<file path="src/rtl/core/wfcd_pkg.sv">
// shared types, constants and the bytewise crc-8 step for the weather frame decoder
// used by every module under rtl/core; depends on nothing
package wfcd_pkg;

    localparam int FRAME_LEN   = 15;
    localparam int COUNT_MAX   = 16;
    localparam int CAP_DEPTH   = 10;
    localparam int COUNT_W     = 5;
    localparam int OUT_DATA_W  = 72;

    localparam logic [7:0]  MARKER      = 8'hd4;
    localparam logic [7:0]  CRC_POLY    = 8'h31;
    localparam logic [7:0]  CRC_INIT    = 8'h00;
    localparam logic [3:0]  NIBBLE_MASK = 4'hf;
    localparam logic [12:0] TEMP_OFFSET = 13'd400;

    typedef enum logic [1:0] {
        STATUS_OK     = 2'd0,
        STATUS_LENGTH = 2'd1,
        STATUS_MARKER = 2'd2,
        STATUS_CRC    = 2'd3
    } status_t;

    // frame checks and captured bytes handed from the tracker to the decoder
    typedef struct packed {
        logic                          len_ok;
        logic                          marker_ok;
        logic                          crc_ok;
        logic [CAP_DEPTH-1:0][7:0]     captures;
    } frame_info_t;

    // first field sits in the highest bits
    typedef struct packed {
        logic [7:0]         humidity_percent;
        logic signed [12:0] temperature_tenths;
        logic [11:0]        rain_total;
        logic [8:0]         wind_direction;
        logic [8:0]         wind_gust;
        logic [8:0]         wind_average;
        logic               batt_good;
        logic [7:0]         sensor_id;
        status_t            status;
    } result_t;

    localparam int RESULT_W = $bits(result_t);

    // msb-first crc-8, no reflection
    function automatic logic [7:0] crc8_step(input logic [7:0] crc, input logic [7:0] data);
        logic [7:0] c;
        c = crc ^ data;
        for (int i = 0; i < 8; i++) begin
            if (c[7]) begin
                c = {c[6:0], 1'b0} ^ CRC_POLY;
            end else begin
                c = {c[6:0], 1'b0};
            end
        end
        return c;
    endfunction

endpackage

</file>
<file path="src/rtl/core/wfcd_tracker.sv">
// per-frame state: saturating byte count, running crc, marker flag and byte captures
// depends on wfcd_pkg
module wfcd_tracker (
    input  logic                  aclk,
    input  logic                  aresetn,
    input  logic                  accept,
    input  logic [7:0]            data_byte,
    input  logic                  last_byte,
    output wfcd_pkg::frame_info_t info
);

    logic [wfcd_pkg::COUNT_W-1:0] count_reg, count_next;
    logic [7:0]                   crc_reg, crc_next, crc_step;
    logic                         marker_reg, marker_next;
    logic [wfcd_pkg::CAP_DEPTH-1:0][7:0] cap_reg, cap_next;
    logic                         in_frame;

    assign in_frame = (count_reg < wfcd_pkg::COUNT_W'(wfcd_pkg::FRAME_LEN));
    assign crc_step = in_frame ? wfcd_pkg::crc8_step(crc_reg, data_byte) : crc_reg;

    always_comb begin
        count_next  = count_reg;
        crc_next    = crc_reg;
        marker_next = marker_reg;
        cap_next    = cap_reg;
        if (accept) begin
            if (in_frame) begin
                crc_next = crc_step;
                if (count_reg == '0) begin
                    marker_next = (data_byte == wfcd_pkg::MARKER);
                end
            end
            for (int k = 0; k < wfcd_pkg::CAP_DEPTH; k++) begin
                if (count_reg == wfcd_pkg::COUNT_W'(k + 1)) begin
                    cap_next[k] = data_byte;
                end
            end
            if (count_reg < wfcd_pkg::COUNT_W'(wfcd_pkg::COUNT_MAX)) begin
                count_next = count_reg + 1'b1;
            end
            if (last_byte) begin
                count_next  = '0;
                crc_next    = wfcd_pkg::CRC_INIT;
                marker_next = 1'b0;
            end
        end
    end

    always_ff @(posedge aclk) begin
        if (!aresetn) begin
            count_reg  <= '0;
            crc_reg    <= wfcd_pkg::CRC_INIT;
            marker_reg <= 1'b0;
        end else begin
            count_reg  <= count_next;
            crc_reg    <= crc_next;
            marker_reg <= marker_next;
        end
    end

    // captures carry no reset
    always_ff @(posedge aclk) begin
        cap_reg <= cap_next;
    end

    // checks as seen with the current byte included; a good length means this
    // byte is the fifteenth, so marker and captures are already settled
    always_comb begin
        info.len_ok    = (count_reg == wfcd_pkg::COUNT_W'(wfcd_pkg::FRAME_LEN - 1));
        info.marker_ok = marker_reg;
        info.crc_ok    = (crc_step == 8'h00);
        info.captures  = cap_reg;
    end

endmodule

</file>
<file path="src/rtl/core/wfcd_decode.sv">
// frame check priority and sensor field unpacking
// depends on wfcd_pkg
module wfcd_decode (
    input  wfcd_pkg::frame_info_t info,
    output wfcd_pkg::result_t     result
);

    logic [11:0] temp_code;

    assign temp_code = {info.captures[7][3:0] & wfcd_pkg::NIBBLE_MASK, info.captures[8]};

    always_comb begin
        result = '0;
        priority if (!info.len_ok) begin
            result.status = wfcd_pkg::STATUS_LENGTH;
        end else if (!info.marker_ok) begin
            result.status = wfcd_pkg::STATUS_MARKER;
        end else if (!info.crc_ok) begin
            result.status = wfcd_pkg::STATUS_CRC;
        end else begin
            result.status             = wfcd_pkg::STATUS_OK;
            result.sensor_id          = info.captures[0];
            result.batt_good          = ~info.captures[1][3];
            result.wind_average       = {info.captures[1][0], info.captures[2]};
            result.wind_gust          = {info.captures[1][1], info.captures[3]};
            result.wind_direction     = {info.captures[1][2], info.captures[4]};
            result.rain_total         = {info.captures[5][3:0] & wfcd_pkg::NIBBLE_MASK,
                                         info.captures[6]};
            result.temperature_tenths = $signed({1'b0, temp_code} - wfcd_pkg::TEMP_OFFSET);
            result.humidity_percent   = info.captures[9];
        end
    end

endmodule

</file>
<file path="src/rtl/core/wfcd_out_buf.sv">
// two-entry result buffer (output register plus skid register)
// depends on wfcd_pkg
module wfcd_out_buf (
    input  logic              aclk,
    input  logic              aresetn,
    input  logic              push,
    input  wfcd_pkg::result_t push_data,
    output logic              space,
    output logic              m_valid,
    input  logic              m_ready,
    output wfcd_pkg::result_t m_data
);

    logic              main_valid_reg, main_valid_next;
    logic              skid_valid_reg, skid_valid_next;
    wfcd_pkg::result_t main_data_reg, main_data_next;
    wfcd_pkg::result_t skid_data_reg, skid_data_next;
    logic              pop;

    assign pop   = main_valid_reg && m_ready;
    assign space = !skid_valid_reg;

    always_comb begin
        main_valid_next = main_valid_reg;
        skid_valid_next = skid_valid_reg;
        main_data_next  = main_data_reg;
        skid_data_next  = skid_data_reg;
        if (skid_valid_reg) begin
            if (pop) begin
                main_data_next  = skid_data_reg;
                skid_valid_next = 1'b0;
            end
        end else if (push) begin
            if (!main_valid_reg || pop) begin
                main_data_next  = push_data;
                main_valid_next = 1'b1;
            end else begin
                skid_data_next  = push_data;
                skid_valid_next = 1'b1;
            end
        end else if (pop) begin
            main_valid_next = 1'b0;
        end
    end

    always_ff @(posedge aclk) begin
        if (!aresetn) begin
            main_valid_reg <= 1'b0;
            skid_valid_reg <= 1'b0;
        end else begin
            main_valid_reg <= main_valid_next;
            skid_valid_reg <= skid_valid_next;
        end
    end

    always_ff @(posedge aclk) begin
        main_data_reg <= main_data_next;
        skid_data_reg <= skid_data_next;
    end

    assign m_valid = main_valid_reg;
    assign m_data  = main_data_reg;

endmodule

</file>
<file path="src/rtl/core/weather_frame_crc_field_decoder.sv">
// weather sensor frame decoder: crc-8 checked, 15-byte frames, one byte per request
// a finished frame's result goes to the output register, or to the skid register
// throughput: one byte per cycle; s_tready drops only when two results wait unread
// reset (aresetn low, synchronous) clears byte count, crc, marker flag and result
// buffer; the byte captures are not reset
module weather_frame_crc_field_decoder (
    input  logic        aclk,
    input  logic        aresetn,
    input  logic        s_tvalid,
    output logic        s_tready,
    input  logic [7:0]  s_tdata,   // data_byte[7:0]
    input  logic        s_tlast,   // last_byte
    output logic        m_tvalid,
    input  logic        m_tready,
    // status[1:0], sensor_id[9:2], batt_good[10], wind_average[19:11],
    // wind_gust[28:20], wind_direction[37:29], rain_total[49:38],
    // temperature_tenths[62:50], humidity_percent[70:63], zero[71]
    output logic [wfcd_pkg::OUT_DATA_W-1:0] m_tdata
);

    logic                  accept;
    logic                  space;
    wfcd_pkg::frame_info_t info;
    wfcd_pkg::result_t     result;
    wfcd_pkg::result_t     out_data;

    assign s_tready = space;
    assign accept   = s_tvalid && space;

    wfcd_tracker u_tracker (
        .aclk      (aclk),
        .aresetn   (aresetn),
        .accept    (accept),
        .data_byte (s_tdata),
        .last_byte (s_tlast),
        .info      (info)
    );

    wfcd_decode u_decode (
        .info   (info),
        .result (result)
    );

    wfcd_out_buf u_out_buf (
        .aclk      (aclk),
        .aresetn   (aresetn),
        .push      (accept && s_tlast),
        .push_data (result),
        .space     (space),
        .m_valid   (m_tvalid),
        .m_ready   (m_tready),
        .m_data    (out_data)
    );

    assign m_tdata = {(wfcd_pkg::OUT_DATA_W - wfcd_pkg::RESULT_W)'(0), out_data};

endmodule
</file>
<file path="config.mk">
export PLATFORM = sky130hd
export DESIGN_NAME = weather_frame_crc_field_decoder
export DESIGN_NICKNAME = d
export VERILOG_FILES = /design/src/rtl/core/wfcd_pkg.sv /design/src/rtl/core/wfcd_tracker.sv /design/src/rtl/core/wfcd_decode.sv /design/src/rtl/core/wfcd_out_buf.sv /design/src/rtl/core/weather_frame_crc_field_decoder.sv
export SDC_FILE = /design/constraint.sdc
export NUM_CORES = 1
export LEC_CHECK = 0
export ABC_AREA = 1
export BUFFER_PORTS_ARGS = -buffer_cell sky130_fd_sc_hd__buf_2
export CORE_ASPECT_RATIO = 0.8
export CORE_UTILIZATION = 30
export CTS_CLUSTER_DIAMETER = 200
export DETAILED_ROUTE_END_ITERATION = 8
export GPL_TIMING_DRIVEN = 1
export SYNTH_ARGS = -nofsm -noshare
export SYNTH_HDL_FRONTEND = slang
export SYNTH_HIERARCHICAL = 1
export SYNTH_SLANG_ARGS = --single-unit
</file>
<file path="constraint.sdc">
create_clock -name aclk -period 8.21 [get_ports aclk]
set_input_delay 1.642 -clock aclk [delete_from_list [all_inputs] [get_ports aclk]]
set_output_delay 1.642 -clock aclk [all_outputs]
set_load 0.01 [all_outputs]
</file>
### Yosys cells after proc, flatten, opt, wreduce, memory -nomap -nowiden

Index checks and enable logic that the tools add are counted.
Widths: inputs -> output; s select.

* register bits after elaboration: 226
* input bits: 13
* output and inout bits: 74
* logic and storage cells: 126

* $add $sub $neg: 2
* magnitude comparators: 2
* eq/ne operators: 14
* muxes and demuxes: 33
* bitwise operators: 12
* reductions and logical operators: 30

Operators with widths (number)
* $mux 71: 4
* $mux 69: 3
* $mux 6: 8
* $mux 8: 3
* $not 3->3: 8
* $reduce_and 2->1: 12
* $eq 5x3->1 const B: 4
* $eq 5x4->1 const B: 4
* $sub 12x9->13 const B: 1
* $reduce_and 3->1: 4
* $reduce_bool 2->1: 6
* $eq 5x2->1 const B: 2
* $mux 1: 10
* $mux 5: 2
* $eq 8x8->1 const B: 1
* $logic_not 8->1: 1
* $xor 8x8->8: 1
* $mux 2: 3
* $add 5x1->5 const B: 1
* $eq 5x1->1 const B: 1
* $logic_not 5->1: 1
* $lt 5x4->1 const B: 1
* $lt 5x5->1 const B: 1
* $ne 2x2->1 const B: 2
* 4 further kinds: 9

### Longest topological paths before layout

Gate-level depths: netlist (run 1).

* depth after elaboration: 25
* depth in mapped cells: 20
* depth with buffers taken out: 20

### Modules after synthesis

The synthesis (run 1) kept the hierarchy.

By module, submodules not included
* wfcd_out_buf: instances 1, cells an instance 391, area an instance 5298.8 um2, seq. area each 4304.1 um2
* wfcd_tracker: instances 1, cells an instance 300, area an instance 3638.5 um2, seq. area each 2682.6 um2
* wfcd_decode: instances 1, cells an instance 168, area an instance 728.2 um2, seq. area each 0.0 um2
* weather_frame_crc_field_decoder: instances 1, cells an instance 6, area an instance 28.8 um2, seq. area each 0.0 um2

### Worst setup path before layout (run 1)

Ideal clock, no wire load.

* path kind: input to register
* start: input s_tvalid
* end: register u_out_buf/skid_data_reg[0] in the netlist's numbering (enable)
* setup time: 0.588 ns
* arrival time: 6.660 ns
* required time: 7.622 ns
* setup slack: 0.962 ns
* stages: 4
* path buffers: 0
* cell sequence: nand2_1 > nor2_2 > inv_1 > nor3_1

* longest elaborated chain between the ends: 3

Ends and longest elaborated chain
* start: declaration: line weather_frame_crc_field_decoder.sv:9 `input logic s_tvalid,`
* $logic_and 1x1->1: line weather_frame_crc_field_decoder.sv:28 `assign accept = s_tvalid && space;`
* $logic_and 1x1->1: line weather_frame_crc_field_decoder.sv:47 `.push (accept && s_tlast),`
* $reduce_and 3->1 (no line)
* end signal: assignment: line wfcd_out_buf.sv:58 `skid_data_reg <= skid_data_next;`
* end: declaration: line wfcd_out_buf.sv:17 `wfcd_pkg::result_t skid_data_reg, skid_data_next;`

No other way between the ends.
A chain may end at the register's enable or synchronous reset.

==> flow_summary.yaml, run 1 <==
run_status:
  status: "finished clean"
worst_setup_path:
  path_class: "in -> reg"
  cp-end-kind: "flip-flop"
  cp.required_ns: 8.60
  reg2reg_from: "u_tracker/count_reg[2]"
  arrival_ns: 4.53
  ff2ff_setup_slack_ns: 5.04
  reg2reg_to: "u_out_buf/m_data[62]"
  ff2ff_path_depth: 15
  start_kind: "input pin"
  crit_fanout: 64
grt:
  grt_pass1_vias: 5650
  antenna_found_initial: 2
  grt_use_total_pct: 12.3
  grt_overflow: 0
  grt_pass1_wl_um: 30500
  grt_max_degree: 75
routing:
  wire_per_inst_um: 14.1
  avgViaCountPerCell: 4.27
  ant_nets: 0
  wl_um: 19400
  drc: 0
  dr.pass1.iters: 5
  vias: 5875
  drtIter0Drc: 345
placement:
  dpl_cell_area_um2: 10100
  place_congestion: 0.856
  hpwl_um: 12200
  io_buffers: 85
clock_tree:
  clk_latency_ns: 0.53
  cts_root_buf: "clkbuf_16"
  clk_path_buf_depth: 3
  htreeDepth: 1
  cts_hold_buf: 0
  cts_resized: 0
  cts_tree: "done"
  clkTransAtPathRegs_ns: 0.06
  post_cts_buffers: 0
  clock_sinks: 226
  numCtsBuffers: 25
die:
  rows: 57
  die_area_um2: 31800
  ios: 87
  die_w_um: 199
  dieHeight_um: 160
  core_area_um2: 30500
  start_util_pct: 30.7
run:
  cap_viol_max_count: 0
finish:
  final_common_cell: "nand2_1"
  final_cell_mix: "327 x nand2_1, 210 x edfxtp_1, 95 x inv_1"
  areaGrowthSynthToFinish_pct: 17.1
  regArea_um2: 6630
  nets: 964
  drive_above_1_share_pct: 14.3
  final_cell_area_um2: 10900
  fillers: 3014
  multi_input_area_um2: 2130
yosys:
  synth_nets: 871
  syn_inst: 853
  syn-cell-area_um2: 9330
  syn_area_per_cell_um2: 10.9
  yosysWarnings: 6
hold_path:
  hold_end: "u_tracker/crc_reg[3]"
  hp-class: "reg -> reg"
  worstHoldPathCells: 2
  min_from: "u_tracker/crc_reg[3]"
timing:
  rsz0062_at_grt: "false"
  skew_ns: 0.0131
  hold_violations: 0
  drv_slew: 0
  fmax_ghz: 0.242
  setup_viol: 0
  slew_headroom_pct: 24.0
  final.period_utilization_pct: 50.4
  fin_setup_tns_ns: 0
  period_needed_ns: 4.14
  worst_pin_slew_ns: 1.13
power_and_ir_drop:
  ir_worst_vdd_v: 0.000118
  p_leak_nw: 4.45
  power.density_nw_per_um2: 233
-- final cells by class --
class	instances	share of cell area (%)
Sequential cell	226	60.6
Multi-Input combinational cell	503	19.5
Clock buffer	33	6.00
Tap cell	413	4.73
Timing Repair Buffer	90	4.23
Inverter	100	3.45
Clock inverter	9	1.48
Antenna cell	1	0.0229
-- metal layers --
metal	vias to the layer above	share of wire, %	GRT usage (%)
met5	-	0.052	0
met4	2	1.8	2.73
met3	33	6.0	2.83
met2	130	44	18.6
met1	2767	48	17.8
li1	2943	-	-
-- worst max-delay path, stage by stage --
cell and delay (ns):
buf_2 0.26, inv_1 0.13, nand2_1 0.08, nand2_1 0.06, nand2_1 0.07, nand2_1 0.10
inv_1 0.07, nand2_1 0.08, nand2_1 0.11, nand2_1 0.06, nand2_1 0.06, nand2_1 0.07
nor2_1 0.09, nand2_1 0.06, nor2_1 0.24, nand3_4 0.59, clkinv_2 0.26, nand2_1 0.11
nor3_2 0.16, nand2_1 0.08, nand2_1 0.09
-- where the power goes --
part	switching, mW	internal [mW]	leakage [nW]	total [mW]
logic	0.0888	0.0372	2.09	0.126
registers	0.0101	1.28	1.96	1.29
clock network	0.441	0.688	0.395	1.13
-- metrics by stage --
stage	instances	util, %	hold WS, ns	worst slack (ns)	total power, mW
after global placement	1332	33.2	0.475	3.64	1.44
after CTS	1374	35.9	0.498	4.07	2.58
final	1375	35.9	0.500	4.07	2.55
after detailed placement	1332	33.2	0.489	3.52	1.44
after global routing	1374	35.9	0.516	3.64	2.64
after floorplan	853	-	0.459	0.962	1.40
-- how the worst max path moves through the flow --
| stage | from | end | slack (ns) |
|---|---|---|---|
| floorplan | s_tvalid | u_out_buf/skid_data_reg[0] | 0.96 |
| finish | s_tdata[3] | u_out_buf/m_data[62] | 4.07 |
| CTS | s_tdata[3] | u_out_buf/m_data[58] | 4.07 |
| detailed placement | s_tdata[3] | u_out_buf/m_data[62] | 3.52 |
| global placement | s_tdata[6] | u_out_buf/m_data[62] | 3.64 |
| global route | s_tdata[3] | u_out_buf/m_data[61] | 3.64 |
(Power assumes the default switching activity.)
==> run 2, diff against run 1 <==
==> constraint.sdc (replaced) <==
create_clock -name aclk -period 3.7 [get_ports aclk]
set_input_delay 0.74 -clock aclk [delete_from_list [all_inputs] [get_ports aclk]]
set_output_delay 0.74 -clock aclk [all_outputs]
set_load 0.01 [all_outputs]
==> flow_summary.yaml, run 2 (synthesis results as in run 1) <==
run_status:
  status: "finished clean"
placement:
  hpwl_um: 12100
  dp.cells: 1337
  io_buffers: 85
  place_congestion: 0.871
  preCtsSetupSlack_ns: 0.283
  dpl_cell_area_um2: 10200
finish:
  drive_above_1_share_pct: 14.4
  fillers: 3036
  utilization_pct: 35.7
  areaGrowthSynthToFinish_pct: 16.6
  final_common_cell: "nand2_1"
  finalNonFillerCells: 1378
  final_cell_mix: "327 x nand2_1, 210 x edfxtp_1, 95 x inv_1"
  nets: 967
  final_cell_area_um2: 10900
clock_tree:
  post_cts_buffers: 0
  clkTransAtPathRegs_ns: 0.06
  numCtsBuffers: 23
  cts_root_buf: "clkbuf_16"
  clk_latency_ns: 0.52
  htreeDepth: 1
  cts_tree: "done"
  clock_sinks: 226
  cts_hold_buf: 0
  cts_resized: 0
  clk_path_buf_depth: 3
power_and_ir_drop:
  p_int_mw: 4.15
  power.density_nw_per_um2: 489
  ir_worst_vdd_v: 0.000228
  seqPwrFrac_pct: 53.8
  pwr-share-clk_pct: 40.8
  p_leak_nw: 4.43
  combPwrFrac_pct: 5.4
  p_switching_mw: 1.18
  switching_share_pct: 22.1
  p_total_mw: 5.33
timing:
  drv_slew: 0
  holdWs_ns: 0.500
  final.period_utilization_pct: 78.9
  fmax_ghz: 0.343
  slew_headroom_pct: 41.9
  setup_ws_ns: 0.781
  hold_violations: 0
  setup_viol: 0
  skew_ns: 0.00834
  worst_pin_slew_ns: 0.872
  rsz0062_at_grt: "false"
  fin_setup_tns_ns: 0
  period_needed_ns: 2.92
run:
  cap_viol_max_count: 0
routing:
  wire_per_inst_um: 14.1
  wl_um: 19500
  dr.pass1.iters: 5
  ant_nets: 0
  vias: 5827
  avgViaCountPerCell: 4.23
  drc: 0
  drtIter0Drc: 326
grt:
  grt_pass1_wl_um: 31000
  grt_overflow: 0
  grt_pass1_vias: 5682
  grt_use_total_pct: 12.6
  grt_max_degree: 75
  antenna_found_initial: 3
worst_setup_path:
  start_kind: "input pin"
  arrival_ns: 3.30
  cp.required_ns: 4.09
  crit_fanout: 45
  path_class: "in -> reg"
  cp-end-kind: "flip-flop"
die:
  dieHeight_um: 160
  rows: 57
  die_area_um2: 31800
  core_area_um2: 30500
  ios: 87
  die_w_um: 199
  start_util_pct: 30.7
hold_path:
  hp-class: "reg -> reg"
-- run 2: cell types whose count changed in the layout (fill, tap and decap cells not counted) --
cell,delta
clkbuf_1,-1
clkinv_1,+1
diode_2,+1
nor3_2,-1
nor3_4,+1
clkinv_2,+2
bufinv_16,-3
buf_4,+2
clkbuf_16,-2
buf_12,+3
-- run 2: cell type report --
type	instances	area (um2)	share of cell area, %
sequential	226	6630	60.9
multi-input combinational	503	2130	19.6
clock buffer	30	602	5.53
timing repair buffer	95	538	4.94
tap	413	517	4.75
inverter	100	377	3.46
clock inverter	9	85.1	0.782
antenna	2	5.00	0.0460
-- run 2: power groups by stage --
stage / registers (mW) / clock network [mW] / logic (mW)
floorplan: 2.94 / 0 / 0.155
global placement: 2.92 / 0 / 0.288
detailed placement: 2.92 / 0 / 0.291
CTS: 2.87 / 2.24 / 0.293
global route: 2.87 / 2.33 / 0.328
finish: 2.87 / 2.18 / 0.288
-- run 2: worst max-delay path, stage by stage --
cell	delay [ns]
buf_2	0.28
inv_1	0.13
nand2_1	0.09
nand2_1	0.07
nand2_1	0.07
nand2_1	0.10
inv_1	0.08
nand2_1	0.08
nand2_1	0.12
nand2_1	0.06
nand2_1	0.06
nand2_1	0.06
nand2_1	0.09
nand2_1	0.06
nor2_1	0.24
nand3_4	0.27
buf_12	0.26
nor2_1	0.22
nand2_1	0.09
nand2_1	0.09
-- run 2: routing by layer --
layer | vias to the layer above | wire length [um] | GRT usage, %
met2 | 161 | 8660 | 19.6
li1 | 2949 | - | -
met4 | 2 | 436 | 3.36
met3 | 35 | 1290 | 2.85
met5 | - | 10 | 0
met1 | 2680 | 9050 | 17.5
-- run 2: worst paths after layout --
kind                                             start              endpoint  slack (ns)  depth (start not counted)
worst max-delay path                        s_tdata[3]  u_out_buf/m_data[28]        0.78                         20
worst min-delay path              u_tracker/crc_reg[3]  u_tracker/crc_reg[3]        0.50                          2
worst max register to register  u_tracker/count_reg[2]  u_out_buf/m_data[28]        0.91                         14
worst min register to register    u_tracker/crc_reg[3]  u_tracker/crc_reg[3]        0.50                          2
